==> config.mk <==
export PLATFORM = sky130hd
export DESIGN_NAME = pcx_rle_encoder
export DESIGN_NICKNAME = d
export VERILOG_FILES = /design/src/hdl/pcx_rle_pkg.sv /design/src/hdl/pcx_rle_encoder.sv /design/src/hdl/pcx_rle_front.sv /design/src/hdl/pcx_rle_queue.sv /design/src/hdl/pcx_rle_back.sv
export SDC_FILE = /design/constraint.sdc
export NUM_CORES = 1
export LEC_CHECK = 0
export ABC_AREA = 0
export ABC_CLOCK_PERIOD_IN_PS = 4900
export BUFFER_PORTS_ARGS = -buffer_cell sky130_fd_sc_hd__buf_2
export CAP_MARGIN = 5
export CORE_UTILIZATION = 60
export DETAILED_ROUTE_END_ITERATION = 8
export GPL_TIMING_DRIVEN = 0
export HOLD_SLACK_MARGIN = 0.03
export MAX_ROUTING_LAYER = met4
export PLACE_DENSITY = 0.78
export SETUP_SLACK_MARGIN = 0.02
export SYNTH_ARGS = -nofsm -noshare
export SYNTH_HDL_FRONTEND = slang
export SYNTH_SLANG_ARGS = --single-unit
==> constraint.sdc <==
create_clock -name clock -period 4.9 [get_ports clock]
set_input_delay 0.735 -clock clock [delete_from_list [all_inputs] [get_ports clock]]
set_output_delay 0.735 -clock clock [all_outputs]
set_load 0.01 [all_outputs]
==> src/hdl/pcx_rle_pkg.sv <==
// Shared types and constants for the PCX run-length encoder.
package pcx_rle_pkg;

   // Longest run that one code can carry
   localparam logic [5:0] RUN_MAX     = 6'd63;
   // Run code prefix; also the top-bits mask of a literal that needs a code
   localparam logic [7:0] RUN_CODE    = 8'hC0;
   // Depth of the run queue between front and back
   localparam int         QUEUE_DEPTH = 4;
   localparam int         QUEUE_AW    = $clog2(QUEUE_DEPTH);
   localparam int         QUEUE_CW    = $clog2(QUEUE_DEPTH + 1);

   // Input word
   typedef struct packed {
      logic [7:0] pixel;
      logic       row_end;
   } req_type;

   // Result word
   typedef struct packed {
      logic [7:0] out_byte;
      logic       last;
      logic       row_done;
   } rsp_type;

   // One closed run to be encoded
   typedef struct packed {
      logic       valid;
      logic [7:0] value;
      logic [5:0] length;
   } run_type;

   // Work for one pixel: up to two closed runs, in order
   typedef struct packed {
      run_type first;
      run_type second;
      logic    row_end;
   } entry_type;

   // Front-to-queue write port
   typedef struct packed {
      logic      push;
      entry_type entry;
   } push_type;

   // Queue-to-back read port
   typedef struct packed {
      logic      ready;
      entry_type entry;
   } head_type;

endpackage

==> src/hdl/pcx_rle_encoder.sv <==
// The first result word of a pixel passes through the run queue and the output register
// before it is offered.
// Throughput: one pixel per cycle; the back end sends one byte per cycle while rsp_stall is low,
// so pixels closing runs that need 2 to 4 bytes draw on a four-entry run queue and then stall.
// Reset (synchronous, active high) drops the open run, empties the queue and
// clears the output valid flag; there is no clearing pass.
module pcx_rle_encoder (
   input  logic                 clock,
   input  logic                 reset,
   input  logic                 req_valid,
   output logic                 req_stall,
   input  pcx_rle_pkg::req_type req_data,
   output logic                 rsp_valid,
   input  logic                 rsp_stall,
   output pcx_rle_pkg::rsp_type rsp_data
);

   pcx_rle_pkg::push_type push;
   pcx_rle_pkg::head_type head;
   logic                  queue_full;
   logic                  pop;

   pcx_rle_front u_front (
      .clock      (clock),
      .reset      (reset),
      .req_valid  (req_valid),
      .req_stall  (req_stall),
      .req_data   (req_data),
      .queue_full (queue_full),
      .push_out   (push)
   );

   pcx_rle_queue u_queue (
      .clock    (clock),
      .reset    (reset),
      .push_in  (push),
      .full     (queue_full),
      .head_out (head),
      .pop      (pop)
   );

   pcx_rle_back u_back (
      .clock     (clock),
      .reset     (reset),
      .head_in   (head),
      .pop       (pop),
      .rsp_valid (rsp_valid),
      .rsp_stall (rsp_stall),
      .rsp_data  (rsp_data)
   );

endmodule

==> src/hdl/pcx_rle_front.sv <==
// Front end: accepts pixels, tracks the open run and emits closed runs.
module pcx_rle_front (
   input  logic                  clock,
   input  logic                  reset,
   input  logic                  req_valid,
   output logic                  req_stall,
   input  pcx_rle_pkg::req_type  req_data,
   input  logic                  queue_full,
   output pcx_rle_pkg::push_type push_out
);

   logic [7:0] run_value_ff, run_value_in;
   logic [5:0] run_length_ff, run_length_in;
   logic       accept;
   logic       close_old;
   logic       close_new;
   logic [5:0] new_length;

   // Hold the input while the queue has no room
   assign req_stall = queue_full;
   assign accept    = req_valid && !queue_full;

   // Classify the pixel against the open run
   always_comb begin
      close_old  = (run_length_ff != 6'd0) && (req_data.pixel != run_value_ff);
      new_length = (close_old || run_length_ff == 6'd0) ? 6'd1 : run_length_ff + 6'd1;
      close_new  = (new_length == pcx_rle_pkg::RUN_MAX) || req_data.row_end;

      run_value_in  = run_value_ff;
      run_length_in = run_length_ff;
      if (accept) begin
         run_value_in  = req_data.pixel;
         run_length_in = close_new ? 6'd0 : new_length;
      end
   end

   // Build the queue entry: the old run first, then the new one if it closes
   always_comb begin
      push_out.push                 = accept && (close_old || close_new);
      push_out.entry.row_end        = req_data.row_end;
      push_out.entry.second.valid   = 1'b0;
      push_out.entry.second.value   = req_data.pixel;
      push_out.entry.second.length  = new_length;
      if (close_old) begin
         push_out.entry.first.valid  = 1'b1;
         push_out.entry.first.value  = run_value_ff;
         push_out.entry.first.length = run_length_ff;
         push_out.entry.second.valid = close_new;
      end else begin
         push_out.entry.first.valid  = close_new;
         push_out.entry.first.value  = req_data.pixel;
         push_out.entry.first.length = new_length;
      end
   end

   // Hold the open run
   always_ff @(posedge clock) begin
      if (reset) begin
         run_value_ff  <= 8'd0;
         run_length_ff <= 6'd0;
      end else begin
         run_value_ff  <= run_value_in;
         run_length_ff <= run_length_in;
      end
   end

   // A full-length run never stays open
   a_run_open_short : assert property (@(posedge clock) disable iff (reset)
      run_length_ff != pcx_rle_pkg::RUN_MAX)
      else $error("open run reached maximum length");

   // Every pushed entry carries at least its first run
   a_push_first : assert property (@(posedge clock) disable iff (reset)
      push_out.push |-> push_out.entry.first.valid)
      else $error("pushed entry without a run");

endmodule

==> src/hdl/pcx_rle_queue.sv <==
// Short queue of closed runs between front and back.
module pcx_rle_queue (
   input  logic                  clock,
   input  logic                  reset,
   input  pcx_rle_pkg::push_type push_in,
   output logic                  full,
   output pcx_rle_pkg::head_type head_out,
   input  logic                  pop
);

   pcx_rle_pkg::entry_type slot_ff [pcx_rle_pkg::QUEUE_DEPTH];
   logic [pcx_rle_pkg::QUEUE_AW-1:0] wr_ptr_ff, wr_ptr_in;
   logic [pcx_rle_pkg::QUEUE_AW-1:0] rd_ptr_ff, rd_ptr_in;
   logic [pcx_rle_pkg::QUEUE_CW-1:0] count_ff, count_in;

   assign full           = count_ff == pcx_rle_pkg::QUEUE_CW'(pcx_rle_pkg::QUEUE_DEPTH);
   assign head_out.ready = count_ff != '0;
   assign head_out.entry = slot_ff[rd_ptr_ff];

   // Advance pointers and count
   always_comb begin
      wr_ptr_in = push_in.push ? wr_ptr_ff + 1'b1 : wr_ptr_ff;
      rd_ptr_in = pop ? rd_ptr_ff + 1'b1 : rd_ptr_ff;
      count_in  = count_ff;
      if (push_in.push && !pop) begin
         count_in = count_ff + 1'b1;
      end else if (!push_in.push && pop) begin
         count_in = count_ff - 1'b1;
      end
   end

   always_ff @(posedge clock) begin
      if (reset) begin
         wr_ptr_ff <= '0;
         rd_ptr_ff <= '0;
         count_ff  <= '0;
      end else begin
         wr_ptr_ff <= wr_ptr_in;
         rd_ptr_ff <= rd_ptr_in;
         count_ff  <= count_in;
      end
   end

   // Store the pushed entry
   always_ff @(posedge clock) begin
      if (push_in.push) begin
         slot_ff[wr_ptr_ff] <= push_in.entry;
      end
   end

   a_no_overflow : assert property (@(posedge clock) disable iff (reset)
      push_in.push |-> !full)
      else $error("push into full queue");

   a_no_underflow : assert property (@(posedge clock) disable iff (reset)
      pop |-> head_out.ready)
      else $error("pop from empty queue");

endmodule

==> src/hdl/pcx_rle_back.sv <==
// Back end: expands queued runs into PCX bytes through an output register.
module pcx_rle_back (
   input  logic                  clock,
   input  logic                  reset,
   input  pcx_rle_pkg::head_type head_in,
   output logic                  pop,
   output logic                  rsp_valid,
   input  logic                  rsp_stall,
   output pcx_rle_pkg::rsp_type  rsp_data
);

   logic [1:0]           idx_ff, idx_in;
   logic                 rsp_valid_ff, rsp_valid_in;
   pcx_rle_pkg::rsp_type rsp_data_ff, rsp_data_in;

   pcx_rle_pkg::run_type run_sel;
   logic       two_first, two_second, two_sel;
   logic [2:0] n_first, n_second, n_total, idx_wide, pos;
   logic       final_byte;
   logic       load;

   // A run needs a code byte unless it is a single byte whose top two bits are not both set
   function automatic logic needs_code(input pcx_rle_pkg::run_type r);
      return (r.length != 6'd1) ||
             ((r.value & pcx_rle_pkg::RUN_CODE) == pcx_rle_pkg::RUN_CODE);
   endfunction

   // Pick the byte at the current position of the head entry
   always_comb begin
      two_first  = needs_code(head_in.entry.first);
      two_second = needs_code(head_in.entry.second);
      n_first    = two_first ? 3'd2 : 3'd1;
      n_second   = head_in.entry.second.valid ? (two_second ? 3'd2 : 3'd1) : 3'd0;
      n_total    = n_first + n_second;
      idx_wide   = {1'b0, idx_ff};
      if (idx_wide < n_first) begin
         run_sel = head_in.entry.first;
         two_sel = two_first;
         pos     = idx_wide;
      end else begin
         run_sel = head_in.entry.second;
         two_sel = two_second;
         pos     = idx_wide - n_first;
      end
      final_byte = idx_wide == (n_total - 3'd1);
   end

   // Load the output register when the queue has an entry and the register is empty or being taken
   assign load = head_in.ready && (!rsp_valid_ff || !rsp_stall);
   assign pop  = load && final_byte;

   always_comb begin
      idx_in       = idx_ff;
      rsp_valid_in = rsp_valid_ff && rsp_stall;
      rsp_data_in  = rsp_data_ff;
      if (load) begin
         idx_in       = final_byte ? 2'd0 : idx_ff + 2'd1;
         rsp_valid_in = 1'b1;
         rsp_data_in.out_byte = (pos == 3'd0 && two_sel)
                                ? (pcx_rle_pkg::RUN_CODE | {2'b00, run_sel.length})
                                : run_sel.value;
         rsp_data_in.last     = final_byte;
         rsp_data_in.row_done = final_byte && head_in.entry.row_end;
      end
   end

   always_ff @(posedge clock) begin
      if (reset) begin
         idx_ff       <= 2'd0;
         rsp_valid_ff <= 1'b0;
      end else begin
         idx_ff       <= idx_in;
         rsp_valid_ff <= rsp_valid_in;
      end
      rsp_data_ff <= rsp_data_in;
   end

   assign rsp_valid = rsp_valid_ff;
   assign rsp_data  = rsp_data_ff;

   // Position stays inside the head entry's byte list
   a_idx_bound : assert property (@(posedge clock) disable iff (reset)
      head_in.ready |-> ({1'b0, idx_ff} < n_total))
      else $error("byte position beyond entry");

   // Position returns to zero once the entry leaves the queue
   a_idx_wrap : assert property (@(posedge clock) disable iff (reset)
      pop |=> idx_ff == 2'd0)
      else $error("position not cleared after pop");

endmodule
==> flow_summary_export.csv <==
group,metric,value,unit
grt,gr-total-overflow,0,
detailed_routing,dr.pass1.iters,5,
synthesis,synth.avg_cell_area,16.6,um^2
critical_path,rrSetupSlack,0.47,ns
placement,io_buffers,23,
power_and_ir_drop,seqPwrFrac,0.458,
clock_network,cts_buffer_depth,2,
placement,place_congestion,0.817,
critical_path,crit_required,5.38,ns
timing,setup_tns,0,ns
floorplan,coreArea,0.0105,mm^2
power_and_ir_drop,power_leakage,2.55,nW
grt,grt_max_degree,31,
synthesis,synth_top_area_frac,0.593,
timing,post-route-period-util,0.905,
power_and_ir_drop,p_sw_frac,0.276,
final_layout,syn_to_final_growth,13.0,%
critical_path,worstSetupPathType,"reg -> reg",
final_layout,antennaDiodeCount,0,
final_layout,fin_area,0.00744,mm^2
detailed_routing,vias,3643,
grt,grt_first_pass_wirelength,20.2,mm
final_layout,final_common_cell,"edfxtp_1",
synthesis,synth_ff_type,"edfxtp_1",
timing,slew_headroom,0.237,
synthesis,synth.area.top_cells,"edfxtp_1, dfxtp_1, mux4_2",
power_and_ir_drop,p_int,2.63,mW
timing,whs,0.445,ns
floorplan,die-area,0.0114,mm^2
clock_network,ctsHtreeMaxLevel,4,
detailed_routing,ant_nets,0,
power_and_ir_drop,power.density,488,mW/mm^2
synthesis,yosys_register_bits,156,
critical_path,worstPathMaxFanout,10,
timing,fmax,226,MHz
floorplan,start_util,0.629,
synthesis,syn_nets,422,
timing,finalMaxSlewViolations,0,
clock_network,post-cts-setup-buffer-count,0,
clock_network,clock_sinks,156,
grt,antenna_found_initial,0,
power_and_ir_drop,clockPowerShare,0.344,
detailed_routing,vias_per_cell,6.21,
job,cap_violations,0,
clock_network,clk_latency,0.54,ns
critical_path,reg2reg_depth,19,
synthesis,yosysTopAreaCell,"edfxtp_1",
clock_network,cts_root_buf,"clkbuf_8",
hold_path,hold_class,"in -> reg",
detailed_routing,route.detailed.drc,0,
clock_network,tritoncts,"yes",
timing,rsz0062_at_grt,"false",
clock_network,clk_pin_slew,0.07,ns
power_and_ir_drop,p_comb_frac,0.198,
floorplan,die_w,107,um
floorplan,fp-row-count,37,
placement,dpl.hpwl,8.25,mm
synthesis,ys_types,42,
synthesis,async_flop_share,0,
grt,gr-usage-all-layers,0.259,
detailed_routing,wl_per_cell,22.1,um
floorplan,die_height,107,um
final_layout,layout.cells.most_common_list,"edfxtp_1, dfxtp_1, nand2_1, buf_2, mux4_2",
timing,setup_violations,0,
power_and_ir_drop,power,3.63,mW
final_layout,nets,463,
grt,grt_pass1_vias,3601,
timing,period_minus_slack,4.43,ns
timing,clock_skew,0.00947,ns
synthesis,synth_cells,397,
timing,fin_ws,0.467,ns
critical_path,r2r-end,"u_queue.count_ff[2]$_SDFFE_PP0P_",
placement,place_ws,-0.0795,ns
timing,worst_pin_slew,1.14,ns
final_layout,drive_gt1_frac,0.217,
status,status,"completed",
placement,placed_cell_area,0.00687,mm^2
synthesis,synth_edf_count,130,
synthesis,netlist_area,0.00658,mm^2
clock_network,cts_buffers,17,
synthesis,seq_area_frac_synth,0.672,
detailed_routing,first_iter_violations,348,
critical_path,worst_ep_arrival_time,4.91,ns
floorplan,pin_count,25,
detailed_routing,finalWirelength,13.0,mm
power_and_ir_drop,power.switching,1.00,mW
critical_path,critPathLaunchType,"flip-flop",
synthesis,yosys_warnings,0,
critical_path,critPathCapture,"u_queue.count_ff[2]$_SDFFE_PP0P_",
critical_path,cp-end-kind,"flip-flop",
power_and_ir_drop,peakVddDrop,0.000311,V
timing,hold_viol,0,
[worst max-delay path, cell delays in order, from the launching register on]
cell and delay [ns]:
dfxtp_1 0.41, buf_6 0.21, buf_8 0.19, mux4_2 0.57, a211oi_1 0.34, nand2_1 0.13
nand2_1 0.08, ha_1 0.22, inv_1 0.06, ha_1 0.23, xor2_1 0.15, nor3_2 0.34
and2_1 0.35, inv_1 0.09, ha_1 0.22, inv_1 0.07, fa_1 0.18, xor2_1 0.08
or3_1 0.31, a21oi_1 0.14
[routing by layer]
| metal | track usage | routed length, um |
|---|---|---|
| met5 | - | 0 |
| met2 | 0.391 | 6310 |
| met4 | 0.101 | 282 |
| met3 | 0.0650 | 842 |
| met1 | 0.342 | 5560 |
[stage by stage]
stage / utilization / instances
after floorplan: - / 397
after global placement: 0.656 / 556
after detailed placement: 0.657 / 556
after CTS: 0.710 / 587
after global routing: 0.711 / 587
final: 0.711 / 587
[kinds of logic after synthesis]
family                   synth area share
AND/OR/NAND/NOR                    0.0648
buffers and inverters              0.0221
AO/OA/AOI/OAI                      0.0451
XOR/XNOR                           0.0266
flip-flops                          0.672
adder cells (fa/ha/maj)            0.0240
multiplexers                        0.145
[synth_stat cells, types with 3 or more instances]
library cell	number
and2_1	6
mux4_2	22
dfxtp_1	26
a21o_1	7
a22oi_1	10
nand3_1	5
mux4_1	8
mux2_2	8
clkbuf_1	9
buf_6	3
or3_1	3
inv_1	10
a21oi_1	16
ha_1	11
and3_1	4
xor2_1	8
nand2_1	25
xnor2_1	12
mux2i_1	16
nor2b_1	3
nor2_1	18
o21ai_0	4
nor3_1	7
edfxtp_1	130
[power groups by stage]
stage          combinational, mW  clock [mW]  sequential [mW]
4_1_cts                    0.718        1.25             1.66
6_report                   0.718        1.25             1.66
3_3_place_gp               0.690           0             1.68
2_1_floorplan              0.488           0             1.70
3_5_place_dp               0.713           0             1.69
5_1_grt                    0.778        1.30             1.67
[flip-flops by register name (all words and copies together), names as in the netlist, named ones only]
signal,cells
u_queue.count_ff,3
u_front.run_length_ff,6
u_front.run_value_ff,8
u_queue.rd_ptr_ff,2
u_queue.slot_ff,120
u_back.idx_ff,2
u_back.rsp_data,10
u_queue.wr_ptr_ff,2
u_back.rsp_valid,1
[how the worst min path moves through the flow]
stage,from,endpoint,slack (ns),cells past startpoint
floorplan,u_front.run_value_ff[0]$_SDFFE_PP0P_,u_front.run_value_ff[0]$_SDFFE_PP0P_,0.46,2
global placement,u_back.rsp_valid$_SDFF_PP0_,u_back.rsp_valid$_SDFF_PP0_,0.46,2
detailed placement,u_back.rsp_valid$_SDFF_PP0_,u_back.rsp_valid$_SDFF_PP0_,0.47,2
CTS,rsp_stall,u_back.rsp_valid$_SDFF_PP0_,0.44,3
global route,rsp_stall,u_back.rsp_valid$_SDFF_PP0_,0.45,3
finish,rsp_stall,u_back.rsp_valid$_SDFF_PP0_,0.44,3
[timing repair]
action                                  4_1_cts  5_1_grt
endpoints found under the setup margin        2        1
hold buffers                                  0        0
gates resized for setup                       1        1
[layout make-up]
cell class	count	area [um^2]
flip-flops and latches	156	4420
fillers	656	3030
multi-input cells	214	2020
clock buffers	17	414
well taps	136	170
clock inverters	15	149
repair buffers	23	115
plain buffers	16	105
inverters	10	37.5
(Power assumes the default switching activity.)
